File: src/rtl/dpd_pkg.sv
// ----------------------------------------------------------------------------
// dpd_pkg
// Shared types and constants for the distance PID drive controller.
// ----------------------------------------------------------------------------
`default_nettype none

package dpd_pkg;

  localparam int CFG_IDX_W  = 3;
  localparam int CFG_DATA_W = 24;

  // Register indexes on the configuration port.
  localparam logic [CFG_IDX_W-1:0] REG_MODE     = 3'd0;
  localparam logic [CFG_IDX_W-1:0] REG_SETPOINT = 3'd1;
  localparam logic [CFG_IDX_W-1:0] REG_GAIN_P   = 3'd2;
  localparam logic [CFG_IDX_W-1:0] REG_GAIN_I   = 3'd3;
  localparam logic [CFG_IDX_W-1:0] REG_GAIN_D   = 3'd4;

  // Mode codes; the unused code behaves as idle.
  localparam logic [1:0] MODE_IDLE   = 2'd0;
  localparam logic [1:0] MODE_MANUAL = 2'd1;
  localparam logic [1:0] MODE_PID    = 2'd2;

  localparam logic [12:0] SETPOINT_RESET = 13'd480;

  // Scale divisor applied to the integral and derivative terms.
  localparam logic [15:0] K_SCALE = 16'd1000;

  // Reciprocal of the scale divisor, ceil(2^28 / 1000). Multiplying an 18-bit
  // partial remainder by it and dropping 28 bits gives the exact quotient.
  localparam logic [18:0] K_RECIP = 19'd268436;

  typedef enum logic [1:0] {
    MS_ERR_DT = 2'd0,
    MS_P      = 2'd1,
    MS_I      = 2'd2,
    MS_D      = 2'd3
  } mul_src_t;

  typedef struct packed {
    logic     take;
    logic     mul_go;
    mul_src_t mul_src;
    logic     div_go;
    logic     kdiv_go;
    logic     integ_wr;
    logic     acc_load;
    logic     acc_add;
    logic     der_wr;
    logic     finish;
  } dpd_cmd_t;

  typedef struct packed {
    logic mode_pid;
    logic mul_done;
    logic div_done;
    logic kdiv_done;
    logic out_free;
  } dpd_status_t;

  typedef enum logic [10:0] {
    ST_IDLE  = 11'b000_0000_0001,
    ST_START = 11'b000_0000_0010,
    ST_INTEG = 11'b000_0000_0100,
    ST_PROP  = 11'b000_0000_1000,
    ST_IMUL  = 11'b000_0001_0000,
    ST_IDIV  = 11'b000_0010_0000,
    ST_DDIV  = 11'b000_0100_0000,
    ST_DGO   = 11'b000_1000_0000,
    ST_DMUL  = 11'b001_0000_0000,
    ST_DKDIV = 11'b010_0000_0000,
    ST_FIN   = 11'b100_0000_0000
  } dpd_state_t;

endpackage

`default_nettype wire

File: src/rtl/dpd_mul.sv
// ----------------------------------------------------------------------------
// dpd_mul
// Signed 24 x 40 multiplier built from two 24 x 20 partial products.
// ----------------------------------------------------------------------------
`default_nettype none

module dpd_mul (
  input  wire logic               clk,
  input  wire logic               rst,
  input  wire logic               go,
  input  wire logic signed [23:0] op_a,
  input  wire logic signed [39:0] op_b,
  output logic                    done,
  output logic signed [63:0]      prod
);

  logic        busy;
  logic [1:0]  cnt;
  logic        neg;
  logic [23:0] ma;
  logic [39:0] mb;
  logic [43:0] plo;
  logic [43:0] phi;
  logic [63:0] sum;

  assign sum = {20'd0, plo} + {phi, 20'd0};

  always_ff @(posedge clk) begin
    done <= 1'b0;
    if (rst) begin
      busy <= 1'b0;
      cnt  <= 2'd0;
    end else if (go) begin
      busy <= 1'b1;
      cnt  <= 2'd0;
      neg  <= op_a[23] ^ op_b[39];
      ma   <= op_a[23] ? 24'(-op_a) : 24'(op_a);
      mb   <= op_b[39] ? 40'(-op_b) : 40'(op_b);
    end else if (busy) begin
      unique case (cnt)
        2'd0: plo <= ma * mb[19:0];
        2'd1: phi <= ma * mb[39:20];
        default: begin
          prod <= neg ? -$signed(sum) : $signed(sum);
          done <= 1'b1;
          busy <= 1'b0;
        end
      endcase
      cnt <= cnt + 2'd1;
    end
  end

endmodule

`default_nettype wire

File: src/rtl/dpd_div.sv
// ----------------------------------------------------------------------------
// dpd_div
// Signed 64-bit by unsigned 16-bit divider, two quotient bits a cycle,
// truncating toward zero, and a signed divide-by-1000 unit that retires one
// quotient byte a cycle by reciprocal multiplication.
// ----------------------------------------------------------------------------
`default_nettype none

module dpd_div (
  input  wire logic               clk,
  input  wire logic               rst,
  input  wire logic               go,
  input  wire logic signed [63:0] dividend,
  input  wire logic [15:0]        divisor,
  output logic                    done,
  output logic signed [63:0]      quo
);

  logic        busy;
  logic        fix;
  logic [4:0]  cnt;
  logic        neg;
  logic [63:0] mag;
  logic [15:0] den;
  logic [15:0] rem;
  logic [16:0] r1;
  logic [16:0] r2;
  logic        ge1;
  logic        ge2;
  logic [15:0] r1n;
  logic [15:0] r2n;

  always_comb begin
    r1  = {rem, mag[63]};
    ge1 = r1 >= {1'b0, den};
    r1n = ge1 ? 16'(r1 - {1'b0, den}) : r1[15:0];
    r2  = {r1n, mag[62]};
    ge2 = r2 >= {1'b0, den};
    r2n = ge2 ? 16'(r2 - {1'b0, den}) : r2[15:0];
  end

  always_ff @(posedge clk) begin
    done <= 1'b0;
    if (rst) begin
      busy <= 1'b0;
      fix  <= 1'b0;
      cnt  <= 5'd0;
    end else if (go) begin
      busy <= 1'b1;
      fix  <= 1'b0;
      cnt  <= 5'd0;
      neg  <= dividend[63];
      mag  <= dividend[63] ? 64'(-dividend) : 64'(dividend);
      den  <= divisor;
      rem  <= 16'd0;
    end else if (busy) begin
      mag <= {mag[61:0], ge1, ge2};
      rem <= r2n;
      cnt <= cnt + 5'd1;
      if (cnt == 5'd31) begin
        busy <= 1'b0;
        fix  <= 1'b1;
      end
    end else if (fix) begin
      quo  <= neg ? -$signed(mag) : $signed(mag);
      done <= 1'b1;
      fix  <= 1'b0;
    end
  end

endmodule

// Divides the magnitude by 1000 a byte at a time: the remainder so far and
// the next dividend byte form an 18-bit value whose quotient byte comes from
// the reciprocal product, and the new remainder from a constant multiply.
module dpd_kdiv
  import dpd_pkg::*;
(
  input  wire logic               clk,
  input  wire logic               rst,
  input  wire logic               go,
  input  wire logic signed [63:0] dividend,
  output logic                    done,
  output logic signed [63:0]      quo
);

  logic        busy;
  logic        fix;
  logic [2:0]  cnt;
  logic        neg;
  logic [63:0] mag;
  logic [9:0]  rem;
  logic [17:0] part;
  logic [35:0] pm;
  logic [7:0]  qd;
  logic [17:0] back;

  assign part = {rem, mag[63:56]};
  assign pm   = {18'd0, part} * {17'd0, K_RECIP};
  assign qd   = pm[35:28];
  assign back = part - 18'(qd) * 18'(K_SCALE);

  always_ff @(posedge clk) begin
    done <= 1'b0;
    if (rst) begin
      busy <= 1'b0;
      fix  <= 1'b0;
      cnt  <= 3'd0;
    end else if (go) begin
      busy <= 1'b1;
      fix  <= 1'b0;
      cnt  <= 3'd0;
      neg  <= dividend[63];
      mag  <= dividend[63] ? 64'(-dividend) : 64'(dividend);
      rem  <= 10'd0;
    end else if (busy) begin
      mag <= {mag[55:0], qd};
      rem <= back[9:0];
      cnt <= cnt + 3'd1;
      if (cnt == 3'd7) begin
        busy <= 1'b0;
        fix  <= 1'b1;
      end
    end else if (fix) begin
      quo  <= neg ? -$signed(mag) : $signed(mag);
      done <= 1'b1;
      fix  <= 1'b0;
    end
  end

endmodule

`default_nettype wire

File: src/rtl/dpd_datapath.sv
// ----------------------------------------------------------------------------
// dpd_datapath
// Configuration registers, loop state, arithmetic units and result register.
// ----------------------------------------------------------------------------
`default_nettype none

module dpd_datapath
  import dpd_pkg::*;
#(
  parameter int DRIVE_MAX  = 180,
  parameter int DRIVE_MIN  = 80,
  parameter int SLOPE_STEP = 1
) (
  input  wire logic                  clk,
  input  wire logic                  rst,
  input  wire logic                  cfg_write,
  input  wire logic [CFG_IDX_W-1:0]  cfg_index,
  input  wire logic [CFG_DATA_W-1:0] cfg_data,
  input  wire logic signed [15:0]    measured_distance,
  input  wire logic [15:0]           elapsed_ms,
  input  wire logic                  out_stall,
  input  wire dpd_cmd_t              cmd,
  output dpd_status_t                status,
  output logic                       out_valid,
  output logic [11:0]                drive_level,
  output logic signed [16:0]         error_now,
  output logic signed [31:0]         raw_command
);

  localparam logic signed [32:0] HI   = 33'(DRIVE_MAX * 16);
  localparam logic signed [32:0] LO   = 33'(DRIVE_MIN * 16);
  localparam logic signed [14:0] STEP = 15'(SLOPE_STEP * 16);

  logic [1:0]         mode;
  logic [12:0]        setpoint;
  logic signed [23:0] gain_p;
  logic signed [23:0] gain_i;
  logic signed [23:0] gain_d;

  logic signed [39:0] integ;
  logic signed [16:0] prev_err;
  logic signed [15:0] last_good;
  logic [11:0]        prev_drive;

  logic signed [16:0] err;
  logic [15:0]        dt;
  logic signed [17:0] der;
  logic signed [63:0] acc;

  logic signed [23:0] mul_a;
  logic signed [39:0] mul_b;
  logic               mul_done;
  logic signed [63:0] mul_prod;
  logic               div_done;
  logic signed [63:0] div_q;
  logic               kdiv_done;
  logic signed [63:0] kdiv_q;

  logic signed [15:0] dist_used;
  logic signed [16:0] err_calc;
  logic signed [17:0] ediff;
  logic signed [40:0] isum;
  logic signed [39:0] isat;
  logic signed [63:0] shr;
  logic signed [31:0] raw32;
  logic signed [14:0] tgt;
  logic signed [14:0] pdv;
  logic [11:0]        drive_calc;
  logic               out_full;

  function automatic logic [11:0] clamp_drive(input logic signed [32:0] v);
    logic [11:0] r;
    if (v > HI) r = HI[11:0];
    else if (v < LO) r = LO[11:0];
    else r = v[11:0];
    return r;
  endfunction

  assign dist_used = measured_distance[15] ? last_good : measured_distance;
  assign err_calc  = $signed({4'd0, setpoint}) - {dist_used[15], dist_used};
  assign ediff     = {err[16], err} - {prev_err[16], prev_err};
  assign isum      = 41'(integ) + 41'(mul_prod);
  assign isat      = (isum[40] != isum[39]) ? (isum[40] ? {1'b1, 39'd0} : {1'b0, {39{1'b1}}})
                                             : isum[39:0];
  assign shr       = acc >>> 8;
  assign raw32     = (shr[63:31] != {33{shr[63]}}) ?
                     (shr[63] ? 32'sh8000_0000 : 32'sh7fff_ffff) : shr[31:0];

  always_comb begin
    pdv = $signed({3'd0, prev_drive});
    tgt = $signed({2'd0, setpoint});
    if (tgt - pdv > STEP) tgt = pdv + STEP;
  end

  always_comb begin
    unique case (cmd.mul_src)
      MS_ERR_DT: begin mul_a = $signed({8'd0, dt}); mul_b = 40'(err); end
      MS_P:      begin mul_a = gain_p;              mul_b = 40'(err); end
      MS_I:      begin mul_a = gain_i;              mul_b = integ;    end
      default:   begin mul_a = gain_d;              mul_b = 40'(der); end
    endcase
  end

  dpd_mul u_mul (
    .clk  (clk),
    .rst  (rst),
    .go   (cmd.mul_go),
    .op_a (mul_a),
    .op_b (mul_b),
    .done (mul_done),
    .prod (mul_prod)
  );

  // The change in error over the elapsed time.
  dpd_div u_div (
    .clk      (clk),
    .rst      (rst),
    .go       (cmd.div_go),
    .dividend (64'(ediff)),
    .divisor  (dt),
    .done     (div_done),
    .quo      (div_q)
  );

  // The integral and derivative products scaled down by 1000.
  dpd_kdiv u_kdiv (
    .clk      (clk),
    .rst      (rst),
    .go       (cmd.kdiv_go),
    .dividend (mul_prod),
    .done     (kdiv_done),
    .quo      (kdiv_q)
  );

  assign status.mode_pid  = (mode == MODE_PID);
  assign status.mul_done  = mul_done;
  assign status.div_done  = div_done;
  assign status.kdiv_done = kdiv_done;
  assign status.out_free  = !out_full || !out_stall;

  always_comb begin
    if (mode == MODE_MANUAL) drive_calc = clamp_drive(33'(tgt));
    else                     drive_calc = clamp_drive(33'(raw32));
  end

  always_ff @(posedge clk) begin
    if (rst) begin
      mode       <= MODE_IDLE;
      setpoint   <= SETPOINT_RESET;
      gain_p     <= '0;
      gain_i     <= '0;
      gain_d     <= '0;
      integ      <= '0;
      prev_err   <= '0;
      last_good  <= '0;
      prev_drive <= '0;
      out_full   <= 1'b0;
    end else begin
      if (cfg_write) begin
        unique case (cfg_index)
          REG_MODE:     mode     <= cfg_data[1:0];
          REG_SETPOINT: setpoint <= cfg_data[12:0];
          REG_GAIN_P:   gain_p   <= $signed(cfg_data);
          REG_GAIN_I:   gain_i   <= $signed(cfg_data);
          REG_GAIN_D:   gain_d   <= $signed(cfg_data);
          default: ;
        endcase
      end
      if (cmd.take && mode == MODE_PID && !measured_distance[15]) begin
        last_good <= measured_distance;
      end
      if (cmd.integ_wr) integ <= isat;
      if (out_valid && !out_stall) out_full <= 1'b0;
      if (cmd.finish) begin
        out_full <= 1'b1;
        if (mode == MODE_PID) begin
          prev_err   <= err;
          prev_drive <= drive_calc;
        end else if (mode == MODE_MANUAL) begin
          prev_drive <= drive_calc;
        end
      end
    end
  end

  // Per-item working registers and the result word.
  always_ff @(posedge clk) begin
    if (cmd.take) begin
      err <= err_calc;
      dt  <= (elapsed_ms == 16'd0) ? 16'd1 : elapsed_ms;
    end
    if (cmd.der_wr) der <= div_q[17:0];
    if (cmd.acc_load) acc <= mul_prod;
    else if (cmd.acc_add) acc <= acc + kdiv_q;
    if (cmd.finish) begin
      if (mode == MODE_PID) begin
        drive_level <= drive_calc;
        error_now   <= err;
        raw_command <= raw32;
      end else if (mode == MODE_MANUAL) begin
        drive_level <= drive_calc;
        error_now   <= '0;
        raw_command <= '0;
      end else begin
        drive_level <= '0;
        error_now   <= '0;
        raw_command <= '0;
      end
    end
  end

  assign out_valid = out_full;

endmodule

`default_nettype wire

File: src/rtl/dpd_ctrl.sv
// ----------------------------------------------------------------------------
// dpd_ctrl
// Sequencer that steps one item through the multiplier and the two dividers.
// ----------------------------------------------------------------------------
`default_nettype none

module dpd_ctrl
  import dpd_pkg::*;
(
  input  wire logic        clk,
  input  wire logic        rst,
  input  wire logic        in_valid,
  input  wire dpd_status_t status,
  output logic             in_stall,
  output dpd_cmd_t         cmd
);

  dpd_state_t state;
  dpd_state_t state_next;

  always_comb begin
    cmd        = '0;
    cmd.mul_src = MS_ERR_DT;
    state_next = state;
    in_stall   = 1'b1;
    unique case (state)
      ST_IDLE: begin
        in_stall = 1'b0;
        if (in_valid) begin
          cmd.take   = 1'b1;
          state_next = status.mode_pid ? ST_START : ST_FIN;
        end
      end
      ST_START: begin
        cmd.mul_go = 1'b1;
        state_next = ST_INTEG;
      end
      ST_INTEG: if (status.mul_done) begin
        cmd.integ_wr = 1'b1;
        cmd.mul_go   = 1'b1;
        cmd.mul_src  = MS_P;
        state_next   = ST_PROP;
      end
      ST_PROP: if (status.mul_done) begin
        cmd.acc_load = 1'b1;
        cmd.mul_go   = 1'b1;
        cmd.mul_src  = MS_I;
        state_next   = ST_IMUL;
      end
      ST_IMUL: if (status.mul_done) begin
        cmd.kdiv_go = 1'b1;
        state_next  = ST_IDIV;
      end
      ST_IDIV: if (status.kdiv_done) begin
        cmd.acc_add = 1'b1;
        cmd.div_go  = 1'b1;
        state_next  = ST_DDIV;
      end
      ST_DDIV: if (status.div_done) begin
        cmd.der_wr = 1'b1;
        state_next = ST_DGO;
      end
      ST_DGO: begin
        cmd.mul_go  = 1'b1;
        cmd.mul_src = MS_D;
        state_next  = ST_DMUL;
      end
      ST_DMUL: if (status.mul_done) begin
        cmd.kdiv_go = 1'b1;
        state_next  = ST_DKDIV;
      end
      ST_DKDIV: if (status.kdiv_done) begin
        cmd.acc_add = 1'b1;
        state_next  = ST_FIN;
      end
      ST_FIN: if (status.out_free) begin
        cmd.finish = 1'b1;
        state_next = ST_IDLE;
      end
      default: state_next = ST_IDLE;
    endcase
  end

  always_ff @(posedge clk) begin
    if (rst) state <= ST_IDLE;
    else     state <= state_next;
  end

endmodule

`default_nettype wire

File: src/rtl/distance_pid_drive_with_modes.sv
// ----------------------------------------------------------------------------
// distance_pid_drive_with_modes
// Three-mode motor drive controller: idle, slope-limited manual follow and a
// clamped PID loop on a measured distance.
// ----------------------------------------------------------------------------
// Each accepted input word gives exactly one result word. In idle mode the
// drive is 0; in manual mode the drive follows the setpoint, rising by at
// most SLOPE_STEP units per word, clamped to DRIVE_MIN..DRIVE_MAX; in PID mode
// the error, integral and derivative are combined with the programmed gains
// and the command is clamped likewise. An idle or manual word goes straight
// from the idle state to the finishing state, and the next word can be taken
// once the sequencer is back in idle. A PID word makes four passes through a
// shared multiplier built from two 24 x 20 partial products, one pass through
// a divider for the derivative that retires two quotient bits a cycle over a
// 64-bit dividend, and two passes through a divide-by-1000 unit that retires
// a quotient byte a cycle by reciprocal multiplication, plus a start state, a
// state to launch the derivative product and a finishing state. The input is
// stalled while a word is in progress, but a finished result waits in its own
// output register, so the next word may be taken before it is read; a word
// only finishes once that register is free. Configuration is written through
// a simple enable, index and data port and must only be written while the
// block is idle.
// ----------------------------------------------------------------------------
`default_nettype none

module distance_pid_drive_with_modes
  import dpd_pkg::*;
#(
  parameter int DRIVE_MAX  = 180,
  parameter int DRIVE_MIN  = 80,
  parameter int SLOPE_STEP = 1
) (
  input  wire logic                  clk,
  input  wire logic                  rst,
  // Configuration write port.
  input  wire logic                  cfg_write,
  input  wire logic [CFG_IDX_W-1:0]  cfg_index,
  input  wire logic [CFG_DATA_W-1:0] cfg_data,
  // Input channel.
  input  wire logic                  in_valid,
  output logic                       in_stall,
  input  wire logic signed [15:0]    measured_distance,
  input  wire logic [15:0]           elapsed_ms,
  // Result channel.
  output logic                       out_valid,
  input  wire logic                  out_stall,
  output logic [11:0]                drive_level,
  output logic signed [16:0]         error_now,
  output logic signed [31:0]         raw_command
);

  dpd_cmd_t    cmd;
  dpd_status_t status;

  // The sequencer decides which step runs; all arithmetic and state lives in
  // the datapath.
  dpd_ctrl u_ctrl (
    .clk      (clk),
    .rst      (rst),
    .in_valid (in_valid),
    .status   (status),
    .in_stall (in_stall),
    .cmd      (cmd)
  );

  dpd_datapath #(
    .DRIVE_MAX  (DRIVE_MAX),
    .DRIVE_MIN  (DRIVE_MIN),
    .SLOPE_STEP (SLOPE_STEP)
  ) u_dp (
    .clk               (clk),
    .rst               (rst),
    .cfg_write         (cfg_write),
    .cfg_index         (cfg_index),
    .cfg_data          (cfg_data),
    .measured_distance (measured_distance),
    .elapsed_ms        (elapsed_ms),
    .out_stall         (out_stall),
    .cmd               (cmd),
    .status            (status),
    .out_valid         (out_valid),
    .drive_level       (drive_level),
    .error_now         (error_now),
    .raw_command       (raw_command)
  );

  // Once a word is taken the block must be busy in the next cycle.
  a_busy_after_take: assert property (@(posedge clk) disable iff (rst)
    in_valid && !in_stall |=> in_stall)
    else $error("input not stalled after a word was taken");

  // A zero drive only comes from idle mode, where error and command are zero.
  a_zero_drive_idle: assert property (@(posedge clk) disable iff (rst)
    out_valid && drive_level == 12'd0 && DRIVE_MIN != 0 && DRIVE_MIN <= DRIVE_MAX
    |-> error_now == 17'sd0 && raw_command == 32'sd0)
    else $error("zero drive with non-zero PID outputs");

  // Non-idle drives stay within the programmed limits.
  a_drive_range: assert property (@(posedge clk) disable iff (rst)
    out_valid && drive_level != 12'd0 && DRIVE_MIN <= DRIVE_MAX
    |-> drive_level >= 12'(DRIVE_MIN * 16) && drive_level <= 12'(DRIVE_MAX * 16))
    else $error("drive level outside the limits");

endmodule

`default_nettype wire
File: config.mk
export PLATFORM = sky130hd
export DESIGN_NAME = distance_pid_drive_with_modes
export DESIGN_NICKNAME = d
export VERILOG_FILES = /design/src/rtl/dpd_pkg.sv /design/src/rtl/dpd_mul.sv /design/src/rtl/dpd_div.sv /design/src/rtl/dpd_datapath.sv /design/src/rtl/dpd_ctrl.sv /design/src/rtl/distance_pid_drive_with_modes.sv
export SDC_FILE = /design/constraint.sdc
export NUM_CORES = 2
export LEC_CHECK = 0
export BUFFER_PORTS_ARGS = -buffer_cell sky130_fd_sc_hd__buf_2
export CORE_ASPECT_RATIO = 0.5
export CORE_MARGIN = 2
export CORE_UTILIZATION = 25
export CTS_CLUSTER_DIAMETER = 200
export DETAILED_ROUTE_END_ITERATION = 16
export HOLD_SLACK_MARGIN = 0.15
export SYNTH_ARGS = -nofsm -noshare
export SYNTH_HDL_FRONTEND = slang
export SYNTH_SLANG_ARGS = --single-unit
File: constraint.sdc
create_clock -name clk -period 10.7 [get_ports clk]
set_input_delay 1.605 -clock clk [delete_from_list [all_inputs] [get_ports clk]]
set_output_delay 1.605 -clock clk [all_outputs]
set_load 0.02 [all_outputs]
* After elaboration in Yosys (flattened, before gate mapping)
Index checks and enable logic that the tools add are counted. W data, S select, Z words.
Word-level totals: register bits 849, logic and storage cells 243
Cells by class: $add $sub $neg 20, multipliers 4, $lt $le $gt $ge 7, equal/unequal tests 33, muxes and demuxes 77, bitwise logic cells 9, reduce and logical (&&, ||, !) cells 47
Operators by type and width (count):
- $mux W64 | 10
- $neg A64 Y64 | 3
- $pmux W11 S11 | 1
- $mux W11 | 10
- $mux W12 | 9
- $mul A24 B20 Y44 | 2
- $mux W40 | 2
- $pmux W40 S2 | 1
- $pmux W24 S3 | 1
- $add A44 B64 Y64 | 1
- $add A64 B64 Y64 | 1
- $mux W16 | 4
- $mux W32 | 2
- $neg A18 Y64 | 1
- $add A40 B41 Y41 | 1
- $neg A40 Y40 | 1
- $mux W39 | 1
- $ge A17 B16 Y1 | 2
- $mul A18 B17 Y34 const B | 1
- $gt A32 B13 Y1 const B | 1
- $lt A32 B12 Y1 const B | 1
- $sub A16 B16 Y16 | 2
- $mux W1 | 28
- $ne A24 B24 Y1 | 1
- 55 further kinds | 110

* Longest topological paths before layout
word-level depth 9, gate-level depth with buffers 35, depth with buffers taken out 35

* Hierarchy
Synthesis repeated with hierarchy kept, for this count alone.
Unflattened totals: cell total of the unflattened synthesis 9440, area, all modules 89154.3 um^2
By module, submodules not included:
- dpd_mul | times used 1, cells an instance 4510, area an instance 42843.6 um^2, seq. area each 6596.3 um^2
- dpd_datapath | times used 1, cells an instance 2646, area an instance 22898.2 um^2, seq. area each 8748.4 um^2
- dpd_kdiv | times used 1, cells an instance 1201, area an instance 12224.2 um^2, seq. area each 4294.1 um^2
- dpd_div | times used 1, cells an instance 976, area an instance 10334.9 um^2, seq. area each 4994.8 um^2
- dpd_ctrl | times used 1, cells an instance 107, area an instance 853.3 um^2, seq. area each 220.2 um^2

* Least setup slack after synthesis
No wires, ideal clock.
kind in2reg, from input port rst, to register u_dp.u_kdiv.quo[0] (enable), setup time 0.666 ns, arrival time 8.614 ns, required time 10.034 ns, path slack 1.419 ns, stages 3, path buffers 2, cell sequence clkbuf_1 clkbuf_1 nor4b_1
On the way: word-level cells in the longest chain between the ends 2
RTL lines:
- start, declared | RTL line distance_pid_drive_with_modes.sv:34 | input wire logic rst,
- $not A1 Y1 (no line)
- $reduce_and A4 Y1 (no line)
- end signal, assigned | RTL line dpd_div.sv:125 | quo <= neg ? -$signed(mag) : $signed(mag);
- end, declared | RTL line dpd_div.sv:84 | output logic signed [63:0] quo
No other way between the ends. A chain may end at the register's enable or synchronous reset.

* Worst setup path in the final report
from register u_dp.u_kdiv.mag[63], to register u_dp.u_kdiv.rem[9], data pin
On the way: word-level cells in the longest chain between the ends 4
RTL lines:
- start, declared | RTL line dpd_div.sv:91 | logic [63:0] mag;
- start signal, assigned | RTL line dpd_div.sv:114 | mag <= dividend[63] ? 64'(-dividend) : 64'(dividend);
- start signal, assigned | RTL line dpd_div.sv:117 | mag <= {mag[55:0], qd};
- $mul A18 B17 Y34 | RTL line dpd_div.sv:99 | assign pm = {18'd0, part} * {17'd0, K_RECIP};
- $mul A8 B7 Y7 | RTL line dpd_div.sv:101 | assign back = part - 18'(qd) * 18'(K_SCALE);
- $sub A10 B10 Y10 * | RTL line dpd_div.sv:101
- $mux W10 * | RTL line dpd_div.sv:116 | end else if (busy) begin
- end signal, assigned | RTL line dpd_div.sv:118 | rem <= back[9:0];
- end, declared | RTL line dpd_div.sv:92 | logic [9:0] rem;
Mark *: on every way between the ends. The rest lies on a longest branch, timed or not. The select of a mux whose other input is x is not followed.

==> metrics <==
Routed wire per std cell 17.6 um; Setup crit start kind register; setup violators final 0; mux contribution to synthesized area less than 1%; 1st-pass router iterations 6; Slew HR 12.4%; Setup Crit Path Kind reg -> reg; DRC viols 0; post-DR vias/cell about 4.7; final hold vios 0; global-route wire length before repair 368 mm; Seq/Total Area, Yosys 28.2%; via count of the first global-routing pass 63700; fin util 27.8%; Syn Inst Count 8879; Worst Tran Pin Value 1.31 ns; Sequential Area 23500 um^2; post_cts resized 0; hold crit path type reg -> reg; input/output buffers 126; period utilization 87.0%; post-layout minimum cycle time 9.31 ns; post-synth top area cell edfxtp_1; top-level port count approximately 130; largest net degree at the start of global routing 80; Post-synth top flop edfxtp_1; CP arrival 9.75 ns; share of layout cells above drive strength 1 5.29%; Num CTS Buffers 95; clk sink count approximately 850; Pwr Density 84.1 nW/um^2; total track usage 13.7%; HPWL after detailed placement 178 mm; Area contributors post-synth edfxtp_1, fa_1, ha_1, nand2_1, inv_1; Core Region 330000 um^2; share of the synthesized area in the top cell type 23.4%; outcome finished clean; synthesized area per cell approximately 9.4 um^2; max cap viols 0; CP top delay family adder cells; worst skew pair latency slightly above 0.7 ns; max incr delay on CP roughly 0.61 ns; adder-cell area share of the yosys netlist between 30% and 40%; Area Growth Syn to Fin 10.7%; die area 337000 um^2; Routed Antenna Nets 0; Placer Congestion 0.896; Clock Skews 0.0319 ns; hold slack 0.414 ns; critical path peak fanout 8; Compound-Gate Fraction of Synth Area 11.6%; vias 63100; initial antenna violation count 11; die height 412 um; synth warn 0; initial DRC count around 4800; Post-Synth Simple-Gate Area 15.6%; Worst path slowest cell edfxtp_1; r2r setup slk approximately 1.4 ns; Clock Tree Buf Depth 3; area of the multi-input gates approximately 54000 um^2; RSZ-0062 raised after global routing no; WP buf/inv 6; nature of the critical path endpoint register; synth unique cells 83; Post-synth EDFFs 647; leak pwr ~39 nW; Crit path required time 11.15 ns; # Post-CTS Setup Buffers 0; Root Buffer clkbuf_16; Starting Density 25.2%; DP Area 88800 um^2; Die Width between 800 and 900 um; Final Cell Area 92000 um^2; syn nets 10500; Final #Nets 10400; DRT Wirelength about 240 mm; Synth Area in XOR/XNOR 5.95%; largest family of logic cells by synthesized area adder cells; Setup TNS 0 ns; Congestion Overflow GR 0; CTS tree built; H-tree lvl count 3; Slew Limit Fails 0; CTS clock-pin slew for the worst setup and hold paths 0.06 ns; Max Freq 107 MHz; cell row count roughly 150; hold_buf cts 0; ys async rst share 0%; worst ir drop on vdd 0.000105 V; post-synthesis sequential element count 849; Filler cells 34900; synthesized area just over 80000 um^2
==> report_power, final <==
part           switching, mW  total (mW)  internal, mW
Clock                   1.45        3.44          1.99
Combinational          0.436       0.679         0.243
Sequential            0.0426        3.62          3.58
Total                   1.92        7.73          5.81
==> registers in the layout (all words and copies together) (netlist names), 40 cells and up <==
signal	count
u_dp.acc	64
u_dp.u_div.mag	64
u_dp.u_kdiv.mag	64
u_dp.u_kdiv.quo	64
u_dp.u_mul.prod	64
u_dp.u_mul.phi	44
u_dp.u_mul.plo	44
u_dp.integ	40
u_dp.u_mul.mb	40
==> Yosys cell counts, types with 223 or more instances <==
cell type and instances:
ha_1 691, and2_1 426, xor2_1 223, a21oi_1 513, nor2_1 394, fa_1 841, inv_1 1117, nand2_1 1300
edfxtp_1 647, o21ai_0 398, xnor2_1 339, clkbuf_1 399
==> stage by stage <==
stage,power (mW),worst slack (ns),cells
5_1_grt,8.00,0.734,13300
3_3_place_gp,4.34,1.21,13200
6_report,7.73,1.39,13300
4_1_cts,7.79,1.27,13300
2_1_floorplan,4.12,1.42,8879
3_5_place_dp,4.35,1.34,13200
==> cells by family (layout without fill, tap and decap cells) <==
group,after synthesis,count (layout)
adders and majority gates,1566,1566
muxes,54,54
other,0,3
xor gates and xnor gates,563,563
AOI/OAI and AO/OA,1566,1566
DFF,849,849
buffers and inverters,1528,1532
and+or+nand+nor,2753,2753
==> final timing paths <==
kind | start | to | cells after the start
worst max-delay path | u_dp.u_kdiv.mag[63] | u_dp.u_kdiv.rem[9] | 34
worst max register to register | u_dp.u_kdiv.mag[63] | u_dp.u_kdiv.rem[9] | 34
worst min register to register | u_dp.u_div.quo[8] | u_dp.der[8] | 0
worst min-delay path | u_dp.u_div.quo[8] | u_dp.der[8] | 0
==> layout by cell type, fill, tap and decap left out, types with 69 or more instances in the layout <==
cell and instances:
nand2_1 1298, inv_1 1116, fa_1 841, ha_1 691, edfxtp_1 647, a21oi_1 513
and2_1 426, o21ai_0 397, nor2_1 391, xnor2_1 339, xor2_1 221, dfxtp_1 202
a21o_1 160, buf_2 125, buf_4 118, nand3_1 95, clkbuf_16 95, nor3_1 89
or3_1 73, o31ai_1 71, a211oi_1 69, nor2b_1 69
==> final cells by class <==
class / instances / area share (%)
Antenna cell: 3 / 0.00816
Clock buffer: 117 / 2.77
Clock inverter: 54 / 0.714
Inverter: 1117 / 4.56
Multi-Input combinational cell: 6502 / 58.7
Sequential cell: 849 / 25.5
Tap cell: 4454 / 6.06
Timing Repair Buffer: 244 / 1.66
==> metal layers <==
layer  vias to the layer above  wire length, um  global-route usage (%)
met4                        10             5750                    3.20
met3                       325            14200                    1.68
met2                      1892           109000                    23.0
li1                      29400                -                       -
met5                         -               58                       0
met1                     31500           106000                    18.9
(Power assumes the default switching activity.)
